`src/design/wtnc_pkg.sv`:
```
// Shared types, codes and pattern tables of the wall tile classifier.
package wtnc_pkg;

  // Width used to compare 5-bit coordinates with grid sizes of up to 64.
  localparam int CMP_W = 7;

  localparam logic OP_WRITE = 1'b0;
  localparam logic OP_QUERY = 1'b1;

  localparam logic [1:0] CFG_GATE_ENABLE = 2'd0;
  localparam logic [1:0] CFG_GATE_ROW    = 2'd1;
  localparam logic [1:0] CFG_GATE_COL    = 2'd2;

  localparam logic       GATE_ENABLE_RST = 1'b1;
  localparam logic [4:0] GATE_ROW_RST    = 5'd11;
  localparam logic [4:0] GATE_COL_RST    = 5'd9;

  localparam logic [4:0] TILE_EMPTY       = 5'd0;
  localparam logic [4:0] TILE_HORIZ       = 5'd1;
  localparam logic [4:0] TILE_VERT        = 5'd2;
  localparam logic [4:0] TILE_TEE_UP      = 5'd3;
  localparam logic [4:0] TILE_TEE_DOWN    = 5'd4;
  localparam logic [4:0] TILE_TEE_LEFT    = 5'd5;
  localparam logic [4:0] TILE_TEE_RIGHT   = 5'd6;
  localparam logic [4:0] TILE_CORNER_LD   = 5'd7;
  localparam logic [4:0] TILE_CORNER_LU   = 5'd8;
  localparam logic [4:0] TILE_CORNER_UR   = 5'd9;
  localparam logic [4:0] TILE_CORNER_DR   = 5'd10;
  localparam logic [4:0] TILE_END_UP      = 5'd11;
  localparam logic [4:0] TILE_END_DOWN    = 5'd12;
  localparam logic [4:0] TILE_END_LEFT    = 5'd13;
  localparam logic [4:0] TILE_END_RIGHT   = 5'd14;
  localparam logic [4:0] TILE_CROSS       = 5'd15;
  localparam logic [4:0] TILE_GATE_L      = 5'd16;
  localparam logic [4:0] TILE_ISOLATED    = 5'd19;

  // Which of the three grid rows around the addressed cell is read.
  typedef enum logic [1:0] {
    SLOT_UP,
    SLOT_MID,
    SLOT_DN
  } slot_t;

  typedef struct packed {
    logic  load;
    logic  rd_en;
    slot_t rd_slot;
    logic  cap_en;
    slot_t cap_slot;
    logic  mem_wr;
    logic  out_load;
  } wtnc_cmd_t;

  typedef struct packed {
    logic op_query;
    logic in_grid;
    logic out_busy;
  } wtnc_sts_t;

  typedef struct packed {
    logic       hit;
    logic [4:0] code;
  } rule_hit_t;

  // Full 8-neighbour patterns, bits UL UM UR ML MR LL LM LR from 7 down to 0.
  function automatic rule_hit_t full_rule(input logic [7:0] pat);
    rule_hit_t res;
    res.hit  = 1'b1;
    res.code = TILE_EMPTY;
    case (pat)
      8'hF8, 8'hF9, 8'hFC, 8'hFD,
      8'h1F, 8'h9F, 8'h3F, 8'hBF: res.code = TILE_HORIZ;
      8'hFA: res.code = TILE_TEE_UP;
      8'h7B: res.code = TILE_TEE_RIGHT;
      8'h5F: res.code = TILE_TEE_DOWN;
      8'hDE: res.code = TILE_TEE_LEFT;
      8'h6B, 8'h6F, 8'hEB, 8'hEF,
      8'hD6, 8'hD7, 8'hF6, 8'hF7: res.code = TILE_VERT;
      8'hFB: res.code = TILE_CORNER_LD;
      8'h7F: res.code = TILE_CORNER_LU;
      8'hDF: res.code = TILE_CORNER_UR;
      8'hFE: res.code = TILE_CORNER_DR;
      default: res.hit = 1'b0;
    endcase
    return res;
  endfunction

  // Orthogonal fallback, indexed by UM ML MR LM.
  function automatic logic [4:0] orth_code(input logic [3:0] idx);
    logic [4:0] code;
    case (idx)
      4'd0:  code = TILE_ISOLATED;
      4'd1:  code = TILE_END_UP;
      4'd2:  code = TILE_END_LEFT;
      4'd3:  code = TILE_CORNER_DR;
      4'd4:  code = TILE_END_RIGHT;
      4'd5:  code = TILE_CORNER_LD;
      4'd6:  code = TILE_HORIZ;
      4'd7:  code = TILE_TEE_UP;
      4'd8:  code = TILE_END_DOWN;
      4'd9:  code = TILE_VERT;
      4'd10: code = TILE_CORNER_UR;
      4'd11: code = TILE_TEE_LEFT;
      4'd12: code = TILE_CORNER_LU;
      4'd13: code = TILE_TEE_RIGHT;
      4'd14: code = TILE_TEE_DOWN;
      4'd15: code = TILE_CROSS;
      default: code = TILE_EMPTY;
    endcase
    return code;
  endfunction

endpackage

```
`src/design/wtnc_ctrl.sv`:
```
// Sequencer that steps writes and queries through the row memory.
module wtnc_ctrl import wtnc_pkg::*; (
  input  logic      clk,
  input  logic      rst_n,
  input  logic      in_valid,
  output logic      in_ready,
  input  logic      out_ready,
  input  wtnc_sts_t sts,
  output wtnc_cmd_t cmd
);

  typedef enum logic [3:0] {
    S_IDLE,
    S_DECODE,
    S_RD_UP,
    S_RD_MID,
    S_RD_DN,
    S_CAP_DN,
    S_CLASSIFY,
    S_WR_RD,
    S_WR_WR
  } state_t;

  state_t state_r, state_nxt;
  logic   in_ready_r, in_ready_nxt;

  assign in_ready = in_ready_r;

  always_comb begin
    state_nxt    = state_r;
    cmd          = '0;
    cmd.rd_slot  = SLOT_MID;
    cmd.cap_slot = SLOT_MID;
    case (state_r)
      S_IDLE: begin
        if (in_valid && in_ready_r) begin
          cmd.load  = 1'b1;
          state_nxt = S_DECODE;
        end
      end
      S_DECODE: begin
        if (!sts.in_grid) begin
          state_nxt = sts.op_query ? S_CLASSIFY : S_IDLE;
        end else begin
          state_nxt = sts.op_query ? S_RD_UP : S_WR_RD;
        end
      end
      S_RD_UP: begin
        cmd.rd_en   = 1'b1;
        cmd.rd_slot = SLOT_UP;
        state_nxt   = S_RD_MID;
      end
      S_RD_MID: begin
        cmd.rd_en    = 1'b1;
        cmd.rd_slot  = SLOT_MID;
        cmd.cap_en   = 1'b1;
        cmd.cap_slot = SLOT_UP;
        state_nxt    = S_RD_DN;
      end
      S_RD_DN: begin
        cmd.rd_en    = 1'b1;
        cmd.rd_slot  = SLOT_DN;
        cmd.cap_en   = 1'b1;
        cmd.cap_slot = SLOT_MID;
        state_nxt    = S_CAP_DN;
      end
      S_CAP_DN: begin
        cmd.cap_en   = 1'b1;
        cmd.cap_slot = SLOT_DN;
        state_nxt    = S_CLASSIFY;
      end
      S_CLASSIFY: begin
        // Hold the result until the output register is free.
        if (!sts.out_busy || out_ready) begin
          cmd.out_load = 1'b1;
          state_nxt    = S_IDLE;
        end
      end
      S_WR_RD: begin
        cmd.rd_en   = 1'b1;
        cmd.rd_slot = SLOT_MID;
        state_nxt   = S_WR_WR;
      end
      S_WR_WR: begin
        cmd.mem_wr = 1'b1;
        state_nxt  = S_IDLE;
      end
      default: state_nxt = S_IDLE;
    endcase
    in_ready_nxt = (state_nxt == S_IDLE);
  end

  always_ff @(posedge clk) begin
    if (!rst_n) begin
      state_r    <= S_IDLE;
      in_ready_r <= 1'b0;
    end else begin
      state_r    <= state_nxt;
      in_ready_r <= in_ready_nxt;
    end
  end

endmodule

```
`src/design/wtnc_dp.sv`:
```
// Datapath: configuration, row memory, neighbour window and tile code logic.
module wtnc_dp import wtnc_pkg::*; #(
  parameter int GRID_ROWS = 32,
  parameter int GRID_COLS = 32
) (
  input  logic       clk,
  input  logic       rst_n,
  input  logic       cfg_we,
  input  logic [1:0] cfg_index,
  input  logic [4:0] cfg_data,
  input  logic       in_op,
  input  logic [4:0] in_row,
  input  logic [4:0] in_col,
  input  logic       in_cell_value,
  input  logic       out_ready,
  output logic       out_valid,
  output logic [4:0] out_tile_code,
  input  wtnc_cmd_t  cmd,
  output wtnc_sts_t  sts
);

  localparam int RW  = $clog2(GRID_ROWS);
  localparam int CI  = $clog2(GRID_COLS);
  localparam int CXW = $clog2(GRID_COLS + 2);

  logic       gate_enable_r;
  logic [4:0] gate_row_r;
  logic [4:0] gate_col_r;

  logic       op_r;
  logic [4:0] row_r;
  logic [4:0] col_r;
  logic       val_r;

  logic [GRID_COLS-1:0] mem [GRID_ROWS];
  logic [GRID_ROWS-1:0] row_vld_r;
  logic [GRID_COLS-1:0] rd_raw_r;
  logic                 rd_keep_r;
  logic [GRID_COLS-1:0] rd_word;
  logic [GRID_COLS-1:0] wr_word;
  logic [GRID_COLS-1:0] up_r, mid_r, dn_r;

  logic          in_grid;
  logic [RW-1:0] mid_addr, up_addr, dn_addr, rd_addr;
  logic          up_exist, dn_exist, rd_exist;

  logic [GRID_COLS+1:0] up_ext, mid_ext, dn_ext;
  logic [CXW-1:0]       cx;
  logic [2:0]           up3, mid3, dn3;
  logic [7:0]           pat;
  rule_hit_t            full_hit;
  logic                 gate_hit;
  logic [4:0]           code_nxt;

  logic       out_valid_r;
  logic [4:0] out_tile_code_r;

  assign out_valid     = out_valid_r;
  assign out_tile_code = out_tile_code_r;

  always_ff @(posedge clk) begin
    if (!rst_n) begin
      gate_enable_r <= GATE_ENABLE_RST;
      gate_row_r    <= GATE_ROW_RST;
      gate_col_r    <= GATE_COL_RST;
    end else if (cfg_we) begin
      case (cfg_index)
        CFG_GATE_ENABLE: gate_enable_r <= cfg_data[0];
        CFG_GATE_ROW:    gate_row_r    <= cfg_data;
        CFG_GATE_COL:    gate_col_r    <= cfg_data;
        default: ;
      endcase
    end
  end

  always_ff @(posedge clk) begin
    if (cmd.load) begin
      op_r  <= in_op;
      row_r <= in_row;
      col_r <= in_col;
      val_r <= in_cell_value;
    end
  end

  assign in_grid = ({2'b00, row_r} < CMP_W'(GRID_ROWS)) &&
                   ({2'b00, col_r} < CMP_W'(GRID_COLS));

  assign sts.op_query = (op_r == OP_QUERY);
  assign sts.in_grid  = in_grid;
  assign sts.out_busy = out_valid_r;

  assign mid_addr = RW'(row_r);
  assign up_addr  = mid_addr - RW'(1);
  assign dn_addr  = mid_addr + RW'(1);
  assign up_exist = (row_r != 5'd0);
  assign dn_exist = ({2'b00, row_r} + CMP_W'(1)) < CMP_W'(GRID_ROWS);

  always_comb begin
    case (cmd.rd_slot)
      SLOT_UP: begin
        rd_addr  = up_addr;
        rd_exist = up_exist;
      end
      SLOT_DN: begin
        rd_addr  = dn_addr;
        rd_exist = dn_exist;
      end
      default: begin
        rd_addr  = mid_addr;
        rd_exist = 1'b1;
      end
    endcase
  end

  // Rows never written since reset read as all free.
  always_ff @(posedge clk) begin
    if (cmd.rd_en) begin
      rd_raw_r  <= mem[rd_addr];
      rd_keep_r <= rd_exist && row_vld_r[rd_addr];
    end
    if (cmd.mem_wr) begin
      mem[mid_addr] <= wr_word;
    end
  end

  always_ff @(posedge clk) begin
    if (!rst_n) begin
      row_vld_r <= '0;
    end else if (cmd.mem_wr) begin
      row_vld_r[mid_addr] <= 1'b1;
    end
  end

  assign rd_word = rd_keep_r ? rd_raw_r : '0;

  always_comb begin
    wr_word              = rd_word;
    wr_word[CI'(col_r)]  = val_r;
  end

  always_ff @(posedge clk) begin
    if (cmd.cap_en) begin
      case (cmd.cap_slot)
        SLOT_UP:  up_r  <= rd_word;
        SLOT_DN:  dn_r  <= rd_word;
        default:  mid_r <= rd_word;
      endcase
    end
  end

  // A zero column on each side makes off-grid neighbours read as free.
  assign up_ext  = {1'b0, up_r, 1'b0};
  assign mid_ext = {1'b0, mid_r, 1'b0};
  assign dn_ext  = {1'b0, dn_r, 1'b0};
  assign cx      = CXW'(col_r);
  assign up3     = up_ext[cx +: 3];
  assign mid3    = mid_ext[cx +: 3];
  assign dn3     = dn_ext[cx +: 3];

  assign pat = {up3[0], up3[1], up3[2], mid3[0], mid3[2], dn3[0], dn3[1], dn3[2]};
  assign full_hit = full_rule(pat);

  assign gate_hit = gate_enable_r && (row_r == gate_row_r) &&
                    ({1'b0, col_r} >= {1'b0, gate_col_r}) &&
                    ({1'b0, col_r} <= ({1'b0, gate_col_r} + 6'd2));

  always_comb begin
    if (!in_grid) begin
      code_nxt = TILE_EMPTY;
    end else if (gate_hit) begin
      code_nxt = TILE_GATE_L + (col_r - gate_col_r);
    end else if (!mid3[1]) begin
      code_nxt = TILE_EMPTY;
    end else if (full_hit.hit) begin
      code_nxt = full_hit.code;
    end else begin
      code_nxt = orth_code({up3[1], mid3[0], mid3[2], dn3[1]});
    end
  end

  always_ff @(posedge clk) begin
    if (!rst_n) begin
      out_valid_r <= 1'b0;
    end else if (cmd.out_load) begin
      out_valid_r <= 1'b1;
    end else if (out_ready) begin
      out_valid_r <= 1'b0;
    end
  end

  always_ff @(posedge clk) begin
    if (cmd.out_load) begin
      out_tile_code_r <= code_nxt;
    end
  end

`ifndef SYNTHESIS
  // A new result must never overwrite one that is still waiting.
  a_no_overwrite: assert property (@(posedge clk) disable iff (!rst_n)
    cmd.out_load |-> (!out_valid_r || out_ready))
    else $error("result loaded over a pending transfer");

  a_write_in_grid: assert property (@(posedge clk) disable iff (!rst_n)
    cmd.mem_wr |-> in_grid)
    else $error("memory write for a cell outside the grid");

  a_one_port: assert property (@(posedge clk) disable iff (!rst_n)
    !(cmd.rd_en && cmd.mem_wr))
    else $error("row memory read and written in the same cycle");

  a_load_shows: assert property (@(posedge clk) disable iff (!rst_n)
    cmd.out_load |=> out_valid_r)
    else $error("loaded result not presented");
`endif

endmodule

```
`src/design/wall_tile_neighbourhood_classifier.sv`:
```
// Top level of the wall tile classifier: controller plus datapath.
// A query is decoded, makes three reads of the single-port row memory and is then
// classified; the next item is taken once its result is loaded, which waits while an
// earlier result is still untaken. A write reads, modifies and writes back its row;
// outside the grid neither touches the row memory. Synchronous active-low reset
// clears control state, loads gate defaults and marks every grid row as free.
module wall_tile_neighbourhood_classifier import wtnc_pkg::*; #(
  parameter int GRID_ROWS = 32,
  parameter int GRID_COLS = 32
) (
  input  logic       clk,
  input  logic       rst_n,
  input  logic       cfg_we,
  input  logic [1:0] cfg_index,
  input  logic [4:0] cfg_data,
  input  logic       in_valid,
  output logic       in_ready,
  input  logic       in_op,
  input  logic [4:0] in_row,
  input  logic [4:0] in_col,
  input  logic       in_cell_value,
  output logic       out_valid,
  input  logic       out_ready,
  output logic [4:0] out_tile_code
);

  wtnc_cmd_t cmd;
  wtnc_sts_t sts;

  wtnc_ctrl u_ctrl (
    .clk       (clk),
    .rst_n     (rst_n),
    .in_valid  (in_valid),
    .in_ready  (in_ready),
    .out_ready (out_ready),
    .sts       (sts),
    .cmd       (cmd)
  );

  wtnc_dp #(
    .GRID_ROWS (GRID_ROWS),
    .GRID_COLS (GRID_COLS)
  ) u_dp (
    .clk           (clk),
    .rst_n         (rst_n),
    .cfg_we        (cfg_we),
    .cfg_index     (cfg_index),
    .cfg_data      (cfg_data),
    .in_op         (in_op),
    .in_row        (in_row),
    .in_col        (in_col),
    .in_cell_value (in_cell_value),
    .out_ready     (out_ready),
    .out_valid     (out_valid),
    .out_tile_code (out_tile_code),
    .cmd           (cmd),
    .sts           (sts)
  );

endmodule

```
`config.mk`:
```
export PLATFORM = sky130hd
export DESIGN_NAME = wall_tile_neighbourhood_classifier
export DESIGN_NICKNAME = d
export VERILOG_FILES = /design/src/design/wtnc_pkg.sv /design/src/design/wtnc_ctrl.sv /design/src/design/wtnc_dp.sv /design/src/design/wall_tile_neighbourhood_classifier.sv
export SDC_FILE = /design/constraint.sdc
export NUM_CORES = 1
export LEC_CHECK = 0
export ABC_CLOCK_PERIOD_IN_PS = 6800
export BUFFER_PORTS_ARGS = -buffer_cell sky130_fd_sc_hd__buf_2
export CAP_MARGIN = 20
export CORE_UTILIZATION = 63
export DETAILED_ROUTE_END_ITERATION = 10
export PLACE_DENSITY = 0.79
export SKIP_LAST_GASP = 1
export SLEW_MARGIN = 15
export SYNTH_ARGS = -nofsm -noshare
export SYNTH_HDL_FRONTEND = slang
export SYNTH_SLANG_ARGS = --single-unit
export TNS_END_PERCENT = 30
```
`constraint.sdc`:
```
create_clock -name clk -period 6.8 [get_ports clk]
set_input_delay 0.68 -clock clk [delete_from_list [all_inputs] [get_ports clk]]
set_output_delay 0.68 -clock clk [all_outputs]
set_load 0.05 [all_outputs]
```
==> impl_results.md, run 1 <==
- Status: finished clean
- Ys async rst share: 0%
- Initial antenna violation count: 2
- Yosys cell types: 91
- Hpwl dp: 66,000 um
- Count of input and output buffers: 30
- Rows: 102
- Area leader, netlist: edfxtp_1
- CP Capture Type: flip-flop
- DR vias/cell: 6.93
- Clk Latency, worst-skew pair: 0.70 ns
- CP max FO: 63
- IO Pins: 31
- Clock Tree Buf Depth: 3
- Antenna Violating Nets Remaining: 0
- Placed insts: 3,549
- CP delay by family, top: compound AO/OA/AOI/OAI gates
- Mapped Nets: 2,614
- DR pass1 iterations: 9
- Core area: 0.0780 sq mm
- Commonest cells in the netlist: edfxtp_1 (1,170), mux4_2 (283), mux2i_1 (137)
- Largest cells by area after synthesis: edfxtp_1 (70%), mux4_2 (13%), mux2i_1 (2.7%), mux2_2 (2.3%), dfxtp_1 (2.0%)
- Hold WC Path Type: primary input to flip-flop
- Final Slew Violations: 0
- Critical Path, Cell by Cell: nand2b_1 > nor3_2 > buf_4 > inv_1 > ha_1 > a21o_1 > a21oi_1 > xor2_1 > nor2_1 > a21oi_4 > buf_12 > mux2_2 > o211ai_1 > o21ai_1
- RePlAce Congestion: 0.885
- First-pass GRT wire length: 179,000 um
- Wire per inst: 32.6 um
- Slew at the pin closest to its max-slew limit: 1.08 ns
- Commonest register cell after synthesis: edfxtp_1
- Share of layout cells above drive strength 1: 26.1%
- Remaining Overflow, GRT: 0
- Total CTS buffers: 115
- Most frequent cell after synthesis: edfxtp_1
- Post-cts resize count: 0
- Worst Path Buf+Inv: 3
- Average cell area after synthesis: 19.5 sq um
- Die footprint: 0.0804 sq mm
- DP Area: 0.0516 sq mm
- Met1 Wirelength: 45,700 um
- Final instance area: 0.0552 sq mm
- Final hold viol count: 0
- Slew HR: 27.6%
- DRC Markers: 0
- # setup viols final: 0
- Yosys reg bits: 1,219
- Arr. time, crit path: 4.96 ns
- Post-Layout Cell Count: 3,765
- Ant. Diodes: 0
- All-layer global routing usage: 31.0%
- FILL cells: 4,450
- TNS Setup: 0 ns
- Synthesized cell area: 0.0499 sq mm
- Static Leak: 17.9 nW
- Clk sinks: 1,219
- Fmax: 219 MHz
- Initial core utilization: 64.0%
- Nets: 2,677
- Period utilisation layout: 67.1%
- Max-cap check violation count: 0
- Unrepaired setup endpoints after global routing: false
- Iter 0 DRT Violations: 3,574
- Cell count after synthesis: 2,564
- Chip width: 284 um
- Yosys warnings: 0
- Slowest cell on crit path: a21oi_4
- DR top layer: met5
- Synth top area share: 70.4%
- Post-CTS setup buffer count: 0
- Final WL: 123,000 um
- Maximum vdd ir drop: 0.376 mV
- Total power: 23.5 mW
- H-tree Lvls: 3
- CP max stage delay: 0.67 ns
- Vias: 26,100
- Number of global-route vias before repair: 26,400
- Die Y: 284 um
- Power Density: 425 mW/mm^2
- Final clock skew: 0.0474 ns
- Register area share after synthesis: 72.3%
- Routed met3 length: 11,500 um
- Critical path class: flip-flop to flip-flop
- Clk slew on worst S/H paths: 0.06 ns
- Met2 wire len: 59,600 um
- WP data required: 7.20 ns
- CTS Root Cell: clkbuf_16
- Cts-stage hold buffer count: 0
- Crit path time final: 4.56 ns
- Hold Slack: 0.166 ns
- Area growth, synth to finish: 10.6%
- EDFF count, synth: 1,170
- CTS tree: done
- Pin count of the biggest net entering global routing: 136
- Crit path launch type: flip-flop
worst reg2reg max path, stage by stage, from the launching register on:
cell and delay [ns]:
dfxtp_1 0.43, nand2b_1 0.24, nor3_2 0.13, buf_4 0.40, inv_1 0.21, ha_1 0.32
a21o_1 0.18, a21oi_1 0.17, xor2_1 0.16, nor2_1 0.08, a21oi_4 0.67, buf_12 0.48
mux2_2 0.44, o211ai_1 0.23, o21ai_1 0.14
worst paths after layout:
| check | end | depth (start not counted) | slack, ns | startpoint |
|---|---|---|---|---|
| worst max-delay path | u_dp.rd_raw_r[30] | 14 | 2.24 | u_ctrl.state_r[1] |
| worst max register to register | u_dp.rd_raw_r[30] | 14 | 2.24 | u_ctrl.state_r[1] |
| worst min register to register | u_dp.row_vld_r[30] | 1 | 0.46 | u_dp.row_vld_r[30] |
| worst min-delay path | u_dp.mid_addr[2] | 1 | 0.17 | in_row[2] |
flip-flops by register name, indices dropped and copies added, names as in the netlist, 32 cells and up:
register        flops
u_dp.rd_raw_r      32
u_dp.mid_r         32
u_dp.dn_r          32
u_dp.up_r          32
u_dp.mem         1024
u_dp.row_vld_r     32
cells in the final DEF (no fill, tap or decap), types with 35 or more instances in the layout:
cell and n:
nand2_1 95, a21oi_1 56, clkbuf_16 115, mux2i_1 136, mux4_2 283, and2_1 36, o21a_1 35, edfxtp_1 1170
nor2_1 59, buf_4 54, dfxtp_1 49, mux2_2 104
where the power goes:
part           total, mW  leakage [nW]  internal [mW]  switching [mW]
Clock               6.22          1.80           3.48            2.75
Sequential          9.63          11.1           9.51           0.120
Combinational       7.61          5.05           3.22            4.39
Total               23.5          17.9           16.2            7.26
layer usage:
metal,vias to the layer above,GRT usage (%)
li1,10600,-
met1,13600,42.3
met2,1570,49.2
met3,312,5.57
met4,2,14.6
met5,-,0
stage by stage:
stage	worst slack (ns)	util, %
floorplan	0.726	-
global placement	2.48	66.1
detailed placement	2.31	66.1
CTS	2.25	70.8
global route	2.01	70.8
finish	2.24	70.8
cell families after synthesis:
family                   share of synthesized area [%]
flip-flops                                        72.3
multiplexers                                      18.0
adder cells (fa/ha/maj)                          0.727
buffers and inverters                             1.66
AND/OR/NAND/NOR                                   3.52
XOR/XNOR                                         0.281
AO/OA/AOI/OAI                                     3.45
final cells by class:
type / count / area (sq um) / area share, %
multi-input cells: 1175 / 13300 / 24.1
flip-flops and latches: 1219 / 36100 / 65.4
clock inverters: 76 / 668 / 1.21
clock buffers: 139 / 2990 / 5.41
repair buffers: 93 / 736 / 1.33
inverters: 23 / 87.6 / 0.159
well taps: 1040 / 1300 / 2.36
(Power assumes the default switching activity.)
==> inputs of run 2 (changes only) <==
ABC_CLOCK_PERIOD_IN_PS = 4200   (was 6800)
clock period = 4.2 ns   (was 6.8 ns; I/O delays follow)
==> impl_results.md, run 2 (synthesis gave the netlist of run 1 again) <==
- Status: finished clean
- Initial core utilization: 64.0%
- Clock Tree Buf Depth: 3
- CP Capture Type: flip-flop
- Max-cap check violation count: 0
- DR pass1 iterations: 6
- H-tree Lvls: 3
- Fmax: 260 MHz
- WP data required: 4.69 ns
- Int Pwr: 26.9 mW
- Largest register FFs: 1,024
- Period utilisation layout: 91.6%
- P_sw: 12.0 mW
- Crit path launch type: flip-flop
- Pin count of the biggest net entering global routing: 84
- Area growth, synth to finish: 12.5%
- RePlAce Congestion: 1.01
- CP delay by family, top: compound AO/OA/AOI/OAI gates
- Static Leak: 18.4 nW
- DRC Markers: 0
- Wire per inst: 32.6 um
- Final hold viol count: 0
- CTS tree: done
- Slew at the pin closest to its max-slew limit: 1.11 ns
- Number of global-route vias before repair: 27,100
- Count of input and output buffers: 30
- Final WL: 125,000 um
- Worst Path Buf+Inv: 2
- CP max stage delay: 0.64 ns
- Antenna Violating Nets Remaining: 0
- Clock share of power: 26.8%
- Reg with most FFs: u_dp.mem
- Post-CTS setup buffer count: 0
- TNS Setup: 0 ns
- Commonest non-fill, non-tap cell in the layout: edfxtp_1
- Final clock skew: 0.0368 ns
- Clk Latency, worst-skew pair: 0.70 ns
- Arr. time, crit path: 4.33 ns
- Maximum vdd ir drop: 0.458 mV
- Slowest cell on crit path: buf_4
- Vias: 26,700
- Critical path class: flip-flop to flip-flop
- FILL cells: 4,337
- Clk slew on worst S/H paths: 0.07 ns
- All-layer global routing usage: 31.5%
- Chip width: 284 um
- Share of layout cells above drive strength 1: 27.7%
- Die Y: 284 um
- IO Pins: 31
- Rows: 102
- Final Slew Violations: 0
- Crit path time final: 3.85 ns
- Critical Path, Cell by Cell: nand2b_1 > nor3_4 > inv_2 > fa_1 > a21o_1 > a21oi_1 > xnor2_1 > nor2_1 > xnor2_2 > buf_4 > o211ai_1 > o21ai_1
- DR vias/cell: 6.95
- Nets: 2,752
- Post-cts resize count: 0
- Remaining Overflow, GRT: 0
- Unrepaired setup endpoints after global routing: false
- Most frequent cells in the layout: edfxtp_1 (1,170), mux4_2 (283), mux2i_1 (136), clkbuf_16 (117), mux2_2 (104)
- Total CTS buffers: 116
- Initial antenna violation count: 1
- Core area: 0.0780 sq mm
- Hpwl dp: 68,900 um
- Iter 0 DRT Violations: 3,852
- Total power: 38.9 mW
- # setup viols final: 0
- Ant. Diodes: 0
- First-pass GRT wire length: 182,000 um
- Power Density: 692 mW/mm^2
- CTS Root Cell: clkbuf_16
- Reg power frac: 40.2%
- CP max FO: 44
- Hold WC Path Type: primary input to flip-flop
- Sw Share: 30.8%
- Die footprint: 0.0804 sq mm
- Combinational power share: 33.0%
- Clk sinks: 1,219
- Slew HR: 26.0%
## run 2: cell count changes in the layout (fill, tap and decap cells not counted), moves of 5 or more
cell	change
buf_4	+37
bufinv_16	+5
buf_12	+21
clkinvlp_4	+5
clkinv_1	-8
dlygate4sd3_1	+16
## run 2: what timing repair did
item,in CTS,in global routing
hold buffers,16,0
hold endpoints to repair,19,0
endpoints found under the setup margin,0,0
## run 2: per-stage QoR
step | utilization, % | hold WS, ns | setup WS [ns] | std cells | cell area [sq um]
final | 72.1 | 0.0412 | 0.354 | 3835 | 56200
after floorplan | - | 0.435 | 0.0482 | 2564 | 50000
after global routing | 72.1 | 0.0362 | 0.148 | 3835 | 56200
after detailed placement | 67.0 | 0.448 | 0.467 | 3608 | 52300
after global placement | 67.0 | 0.441 | 0.560 | 3608 | 52300
after CTS | 72.1 | 0.0136 | 0.392 | 3835 | 56200
## run 2: layer usage
metal	global-route usage (%)	part of all wire [%]	vias to the layer above
met4	15.1	5.0	0
met1	41.6	36	13800
met3	5.94	10	389
met5	0	0	-
li1	-	-	10800
met2	51.1	49	1755
## run 2: path summary, 6_finish.rpt
kind | startpoint | endpoint | slack [ns] | cells after the start
setup / recovery | u_ctrl.state_r[2] | u_dp.rd_raw_r[12] | 0.35 | 12
hold / removal | cfg_data[4] | u_dp.gate_row_r[4] | 0.04 | 3
setup reg to reg | u_ctrl.state_r[2] | u_dp.rd_raw_r[12] | 0.35 | 12
hold reg to reg | u_dp.row_vld_r[10] | u_dp.row_vld_r[10] | 0.47 | 1
## run 2: worst min-delay path, stage by stage
cell and delay, ns:
buf_2 0.11, mux2i_1 0.07, nor2b_1 0.10
## run 2: power groups by stage
stage / registers (mW) / logic, mW / clock network [mW]
final: 15.6 / 12.8 / 10.4
after global routing: 15.7 / 13.6 / 11.0
after CTS: 15.6 / 12.8 / 10.5
after detailed placement: 15.9 / 12.5 / 0
after global placement: 15.9 / 12.1 / 0
after floorplan: 15.7 / 9.17 / 0
## run 2: cell type report
cell class	instances	area [sq um]	area share, %
sequential	1219	36100	64.3
multi-input combinational	1175	13300	23.7
clock buffer	140	3010	5.36
timing repair buffer	167	1590	2.84
tap	1040	1300	2.32
clock inverter	71	758	1.35
inverter	23	87.6	0.156
